$ cat src/sv/u16u8_pkg.sv
`timescale 1ns / 1ps

package u16u8_pkg;

  // Default depth of the command queue between front and back.
  localparam int QUEUE_DEPTH_DEF = 2;

  // Top six bits of a surrogate code unit.
  localparam logic [5:0] SURR_HIGH_TAG = 6'b110110;
  localparam logic [5:0] SURR_LOW_TAG  = 6'b110111;

  typedef enum logic [1:0] {
    ERR_NONE         = 2'd0,
    ERR_UNPAIRED_LOW = 2'd1,
    ERR_BAD_PAIR     = 2'd2,
    ERR_TRUNCATED    = 2'd3
  } err_code_t;

  // One classified unit: the bytes to send, index of the final byte,
  // end-of-string flag and error code.
  typedef struct packed {
    logic [3:0][7:0] bytes;
    logic [1:0]      last_idx;
    logic            fin;
    err_code_t       err;
  } ucmd_t;

endpackage

$ cat src/sv/u16u8_front.sv
`timescale 1ns / 1ps

module u16u8_front
  import u16u8_pkg::*;
(
  input  logic        clk,
  input  logic        rst,
  input  logic        in_valid,
  output logic        in_ready,
  input  logic [15:0] code_unit,
  input  logic        final_unit,
  input  logic        q_full,
  output logic        push,
  output ucmd_t       cmd
);

  logic       high_pending;
  logic       high_pending_next;
  logic [9:0] high_bits;
  logic [9:0] high_bits_next;
  logic       accept;
  logic       is_high;
  logic       is_low;
  logic [4:0] plane;

  assign in_ready = !q_full;
  assign accept   = in_valid && in_ready;
  assign is_high  = (code_unit[15:10] == SURR_HIGH_TAG);
  assign is_low   = (code_unit[15:10] == SURR_LOW_TAG);
  assign plane    = {1'b0, high_bits[9:6]} + 5'd1;

  // Classify the unit and build its byte command
  always_comb begin
    cmd               = '0;
    cmd.fin           = final_unit;
    cmd.err           = ERR_NONE;
    push              = 1'b0;
    high_pending_next = high_pending;
    high_bits_next    = high_bits;
    if (accept) begin
      push = 1'b1;
      if (high_pending) begin
        high_pending_next = 1'b0;
        high_bits_next    = '0;
        if (!is_low) begin
          cmd.err = ERR_BAD_PAIR;
        end else begin
          cmd.bytes[0] = {5'b11110, plane[4:2]};
          cmd.bytes[1] = {2'b10, plane[1:0], high_bits[5:2]};
          cmd.bytes[2] = {2'b10, high_bits[1:0], code_unit[9:6]};
          cmd.bytes[3] = {2'b10, code_unit[5:0]};
          cmd.last_idx = 2'd3;
        end
      end else if (is_high) begin
        if (final_unit) begin
          cmd.err = ERR_TRUNCATED;
        end else begin
          // Hold the high half; nothing goes out yet
          push              = 1'b0;
          high_pending_next = 1'b1;
          high_bits_next    = code_unit[9:0];
        end
      end else if (is_low) begin
        cmd.err = ERR_UNPAIRED_LOW;
      end else if (code_unit[15:7] == '0) begin
        cmd.bytes[0] = {1'b0, code_unit[6:0]};
        cmd.last_idx = 2'd0;
      end else if (code_unit[15:11] == '0) begin
        cmd.bytes[0] = {3'b110, code_unit[10:6]};
        cmd.bytes[1] = {2'b10, code_unit[5:0]};
        cmd.last_idx = 2'd1;
      end else begin
        cmd.bytes[0] = {4'b1110, code_unit[15:12]};
        cmd.bytes[1] = {2'b10, code_unit[11:6]};
        cmd.bytes[2] = {2'b10, code_unit[5:0]};
        cmd.last_idx = 2'd2;
      end
    end
  end

  // Hold the pending surrogate
  always_ff @(posedge clk) begin
    if (rst) begin
      high_pending <= 1'b0;
      high_bits    <= '0;
    end else begin
      high_pending <= high_pending_next;
      high_bits    <= high_bits_next;
    end
  end

endmodule

$ cat src/sv/u16u8_queue.sv
`timescale 1ns / 1ps

module u16u8_queue
  import u16u8_pkg::*;
#(
  parameter int DEPTH = QUEUE_DEPTH_DEF
)
(
  input  logic  clk,
  input  logic  rst,
  input  logic  push,
  input  ucmd_t push_cmd,
  output logic  full,
  input  logic  pop,
  output logic  head_valid,
  output ucmd_t head_cmd
);

  localparam int PW = (DEPTH > 1) ? $clog2(DEPTH) : 1;
  localparam int CW = $clog2(DEPTH + 1);

  ucmd_t         entries [DEPTH];
  logic [PW-1:0] wr_ptr;
  logic [PW-1:0] rd_ptr;
  logic [CW-1:0] count;
  logic          do_pop;

  assign full       = (count == CW'(DEPTH));
  assign head_valid = (count != '0);
  assign head_cmd   = entries[rd_ptr];
  assign do_pop     = pop && head_valid;

  // Store pushed commands
  always_ff @(posedge clk) begin
    if (push) begin
      entries[wr_ptr] <= push_cmd;
    end
  end

  // Advance pointers and fill count
  always_ff @(posedge clk) begin
    if (rst) begin
      wr_ptr <= '0;
      rd_ptr <= '0;
      count  <= '0;
    end else begin
      if (push) begin
        wr_ptr <= (wr_ptr == PW'(DEPTH - 1)) ? '0 : wr_ptr + PW'(1);
      end
      if (do_pop) begin
        rd_ptr <= (rd_ptr == PW'(DEPTH - 1)) ? '0 : rd_ptr + PW'(1);
      end
      case ({push, do_pop})
        2'b10:   count <= count + CW'(1);
        2'b01:   count <= count - CW'(1);
        default: count <= count;
      endcase
    end
  end

endmodule

$ cat src/sv/u16u8_back.sv
`timescale 1ns / 1ps

module u16u8_back
  import u16u8_pkg::*;
(
  input  logic       clk,
  input  logic       rst,
  input  logic       head_valid,
  input  ucmd_t      head_cmd,
  output logic       pop,
  output logic       out_valid,
  input  logic       out_ready,
  output logic [7:0] utf8_byte,
  output logic       run_last,
  output logic       string_done,
  output err_code_t  error_code
);

  ucmd_t      cur;
  logic       cur_valid;
  logic [1:0] idx;
  logic       take;

  assign out_valid   = cur_valid;
  assign utf8_byte   = cur.bytes[idx];
  assign run_last    = (idx == cur.last_idx);
  assign string_done = run_last && cur.fin;
  assign error_code  = cur.err;
  assign take        = cur_valid && out_ready;
  assign pop         = head_valid && (!cur_valid || (take && run_last));

  // Load the next command once the current one has gone out
  always_ff @(posedge clk) begin
    if (pop) begin
      cur <= head_cmd;
    end
  end

  // Step through the bytes of the current command
  always_ff @(posedge clk) begin
    if (rst) begin
      cur_valid <= 1'b0;
      idx       <= '0;
    end else if (pop) begin
      cur_valid <= 1'b1;
      idx       <= '0;
    end else if (take) begin
      if (run_last) begin
        cur_valid <= 1'b0;
        idx       <= '0;
      end else begin
        idx <= idx + 2'd1;
      end
    end
  end

endmodule

$ cat src/sv/utf16_to_utf8_transcoder.sv
`timescale 1ns / 1ps
// Channel   Role    tdata                tuser                         tlast
// s_axis    in      [15:0] code_unit     -                             final_unit
// m_axis    out     [7:0]  utf8_byte     [0] run_last, [2:1] error     string_done
//
// A unit gives one output word per UTF-8 byte, 1 to 4 words, or one word for an
// error result; a held high surrogate is taken in and sends nothing.
// The back end's byte stepper, one byte a cycle on m_axis while m_axis_tready is high, sets the rate.
// Input takes a new unit each cycle while the QUEUE_DEPTH-entry queue has room.
// rst is synchronous and clears the held surrogate, the queue and the output.

module utf16_to_utf8_transcoder
  import u16u8_pkg::*;
#(
  parameter int QUEUE_DEPTH = QUEUE_DEPTH_DEF
)
(
  input  logic        clk,
  input  logic        rst,
  input  logic        s_axis_tvalid,
  output logic        s_axis_tready,
  input  logic [15:0] s_axis_tdata,   // [15:0] code_unit
  input  logic        s_axis_tlast,
  output logic        m_axis_tvalid,
  input  logic        m_axis_tready,
  output logic [7:0]  m_axis_tdata,   // [7:0] utf8_byte
  output logic [2:0]  m_axis_tuser,   // [0] run_last, [2:1] error_code
  output logic        m_axis_tlast
);

  ucmd_t     push_cmd;
  ucmd_t     head_cmd;
  logic      push;
  logic      q_full;
  logic      head_valid;
  logic      pop;
  logic      run_last;
  err_code_t error_code;

  u16u8_front u_front (
    .clk        (clk),
    .rst        (rst),
    .in_valid   (s_axis_tvalid),
    .in_ready   (s_axis_tready),
    .code_unit  (s_axis_tdata),
    .final_unit (s_axis_tlast),
    .q_full     (q_full),
    .push       (push),
    .cmd        (push_cmd)
  );

  u16u8_queue #(
    .DEPTH (QUEUE_DEPTH)
  ) u_queue (
    .clk        (clk),
    .rst        (rst),
    .push       (push),
    .push_cmd   (push_cmd),
    .full       (q_full),
    .pop        (pop),
    .head_valid (head_valid),
    .head_cmd   (head_cmd)
  );

  u16u8_back u_back (
    .clk         (clk),
    .rst         (rst),
    .head_valid  (head_valid),
    .head_cmd    (head_cmd),
    .pop         (pop),
    .out_valid   (m_axis_tvalid),
    .out_ready   (m_axis_tready),
    .utf8_byte   (m_axis_tdata),
    .run_last    (run_last),
    .string_done (m_axis_tlast),
    .error_code  (error_code)
  );

  assign m_axis_tuser = {error_code, run_last};

endmodule

$ cat config.mk
export PLATFORM = sky130hd
export DESIGN_NAME = utf16_to_utf8_transcoder
export DESIGN_NICKNAME = d
export VERILOG_FILES = /design/src/sv/u16u8_pkg.sv /design/src/sv/u16u8_front.sv /design/src/sv/u16u8_queue.sv /design/src/sv/u16u8_back.sv /design/src/sv/utf16_to_utf8_transcoder.sv
export SDC_FILE = /design/constraint.sdc
export NUM_CORES = 1
export LEC_CHECK = 0
export ABC_CLOCK_PERIOD_IN_PS = 5600
export BUFFER_PORTS_ARGS = -buffer_cell sky130_fd_sc_hd__buf_2
export CAP_MARGIN = 20
export CORE_ASPECT_RATIO = 1.25
export CORE_MARGIN = 3
export CORE_UTILIZATION = 55
export DETAILED_ROUTE_END_ITERATION = 7
export PLACE_DENSITY = 0.73
export SLEW_MARGIN = 30
export SYNTH_ARGS = -nofsm -noshare
export SYNTH_HDL_FRONTEND = slang
export SYNTH_HIERARCHICAL = 1
export SYNTH_SLANG_ARGS = --single-unit
export TNS_END_PERCENT = 30
$ cat constraint.sdc
create_clock -name clk -period 5.6 [get_ports clk]
set_input_delay 0.28 -clock clk [delete_from_list [all_inputs] [get_ports clk]]
set_output_delay 0.28 -clock clk [all_outputs]
set_load 0.01 [all_outputs]
==> impl_results.md <==
- Status: finished, final reports clean
- Clock Skews: around 2.7 ps
- Die width: ~95 um
- Post-CTS sizing: 0
- Pwr/cell area: around 520 nW/um2
- Final setup vio count: 0
- Post-Place Cells: 472
- RSZ-0062 raised after global routing: false
- CTS sink count: 130
- CP Class: flip-flop to flip-flop
- Post-CTS Hold Fix Bufs: 0
- Hold WS: 106.2 ps
- Total Power: 3.278 mW
- DR pass1 iterations: 4
- Reg2Reg Depth: 6
- # DRC: 0
- Gr usage total: 0.1874
- Root Driver: clkbuf_16
- Tightest Pin Transition: 797.3 ps
- Top-area cell type share of the netlist area: 0.6142
- Initial antenna violation count: 0
- Worst-Skew Late Latency: approximately 400 ps
- VDD IR max: approximately 0.31 mV
- Place WS: 3191 ps
- Synth area leaders: edfxtp_1 61%, mux2_2 7.7%, dfxtp_1 7.0%
- Core Footprint: 9369 um2
- Port Buffer Count: 34
- Max_cap viols: 0
- Filler cell count: 642
- Seq/Total Area, Yosys: 0.6843
- Hpwl dp: 6034 um
- Final non-filler cell total: between 500 and 600
- Synth Cell Area: ~5400 um2
- H-tree Lvls: 4
- Global-route wire length before repair: 15090 um
- Synthesis Warnings: 6
- Wire per inst: 18.43 um
- Die Ht: between 100 and 150 um
- Main synth FF type: edfxtp_1
- Hold Crit Depth: 1
- Worst rel slew slack: 0.4677
- Commonest non-fill, non-tap cells in the layout: 111 x edfxtp_1, 37 x mux2_2, 34 x buf_2
- Setup bufs post-CTS: 0
- Setup_tns: 0 ps
- Antenna-violating nets left: 0
- Worst setup EP type: flip-flop
- CTS Buf Count: 17
- Worst Setup Slack, final: 3169 ps
- Pleak: about 2.2 nW
- Fmax: 0.4114 GHz
- Drt via density: 5.764
- CP arrival: 2760 ps
- Post-Syn Area per Cell: 16.34 um2
- Placed Area: 5643 um2
- Fraction of registers with async set/reset: 0
- Multi-input gate area: 1549 um2
- Hold crit path type: primary input to flip-flop
- P&R area growth vs syn: 15.36%
- Number of synthesized flops with an enable pin: 111
- #FFs+latches synth: 130
- Vias in the first global route: 2962
- Ports: 35
- Pins Over Slew Limit: 0
- Cell count after synthesis: between 300 and 400
- Clock Path Buffers: 2
- CP max FO: 12
- WL final: 9290 um
- Total number of vias: 2905
- Placer congestion estimate: 0.8938
- Row cnt: 39
- Tmin final: approximately 2400 ps
- Commonest non-fill, non-tap cell in the layout: edfxtp_1
- Buffer and inverter count on the worst path: 0
- CP startpoint kind: flip-flop
- Synth cell types: 51
- Design area: 6260 um2
- Crit path cell chain: xor2_1 -> o32ai_4 -> o21a_1 -> ha_1 -> or3_1 -> a21oi_1
- Worst path required time: 5930 ps
- Final net count: 391
- Final Hold Fails: 0
- Final antenna diode count: 0
- Utilization of the core after routing: 0.6681
- Sequential Area: between 3000 and 4000 um2
- Layout cell share with drive strength beyond 1: 0.3333
- Top delay family on crit path: flip-flops
- CP max stage cell: dfxtp_1
- Initial DRC count: 199
- Initial Util: 0.5792
- CP Depth: 6
- Largest net degree at the start of global routing: 39
- Max stage delay on crit path: between 800 and 900 ps
- Die ar.: around 11000 um2
- Synth area leader: edfxtp_1
- CTS tree: done
- Clk pin slew, worst setup/hold paths: about 50 ps
- GR Overflow Total: 0
- Final period utilization: 0.4340
[kinds of logic (layout without fill, tap and decap cells)]
group                    count (synthesis)  count (layout)  share of synthesized area
XOR/XNOR                                 8               8                    0.01291
buffers and inverters                   30              77                    0.03643
AO/OA/AOI/OAI                           54              54                    0.07678
AND/OR/NAND/NOR                         57              57                    0.06503
multiplexers                            50              50                     0.1192
adder cells (fa/ha/maj)                  2               2                   0.004611
flip-flops                             130             130                     0.6843
other                                    1               3                  0.0006911
[worst register-to-register path: stages, from the launching register on]
cell     delay, ps
dfxtp_1        840
xor2_1         240
o32ai_4        300
o21a_1         200
ha_1           270
or3_1          350
a21oi_1        160
[where the power goes]
| group | internal, mW | switching, mW | total, mW |
|---|---|---|---|
| Combinational | 0.287 | 0.370 | 0.657 |
| Sequential | 1.41 | 0.0884 | 1.50 |
| Clock | 0.740 | 0.386 | 1.13 |
[area by class of cell]
cell class                 count  share of cell area
multi-input combinational    174              0.2475
timing repair buffer          38             0.03198
sequential                   130              0.5932
clock buffer                  17             0.06796
clock inverter                15             0.03058
inverter                       7            0.004197
tap                          123             0.02459
[path summary, 6_finish.rpt]
| path | start | end | slack [ps] |
|---|---|---|---|
| setup / recovery | u_back/idx[0] | u_queue/count[1] | 3170 |
| hold reg to reg | u_front/high_bits[3] | u_front/high_bits[3] | 470 |
| setup reg to reg | u_back/idx[0] | u_queue/count[1] | 3170 |
| hold / removal | s_axis_tlast | u_queue/entries[0][2] | 110 |
[per-layer routing]
metal / track usage / wire length [um]
met5: 0 / 0
met2: 0.2973 / 4595
met3: 0.05691 / 381
met4: 0.1097 / 380
met1: 0.2278 / 3934
[registers in the layout, summed over array words and instances (netlist names), named ones only]
name                  flops
u_queue/entries          74
u_back/cur               35
u_front/high_bits        10
u_back/error_code         2
u_back/idx                2
u_queue/count             2
u_back/out_valid          1
u_front/high_pending      1
u_queue/rd_ptr            1
u_queue/wr_ptr            1
[cells in the mapped netlist, types with 2 or more instances]
master	n
buf_6	4
buf_2	5
o32ai_1	3
mux2i_1	5
nor2_1	12
and2_1	8
o21ai_0	5
inv_1	6
or3_4	2
dfxtp_1	19
o21a_1	2
o2bb2ai_1	5
mux4_2	8
nor3_1	4
o22ai_1	2
a22o_1	17
edfxtp_1	111
mux2_2	37
nand2_1	5
buf_4	13
nand3_1	6
xnor2_1	4
ha_1	2
a21oi_1	10
or3_1	3
nand2b_1	5
xor2_1	4
nor4_1	2
Power figures use the tool's default switching activity.
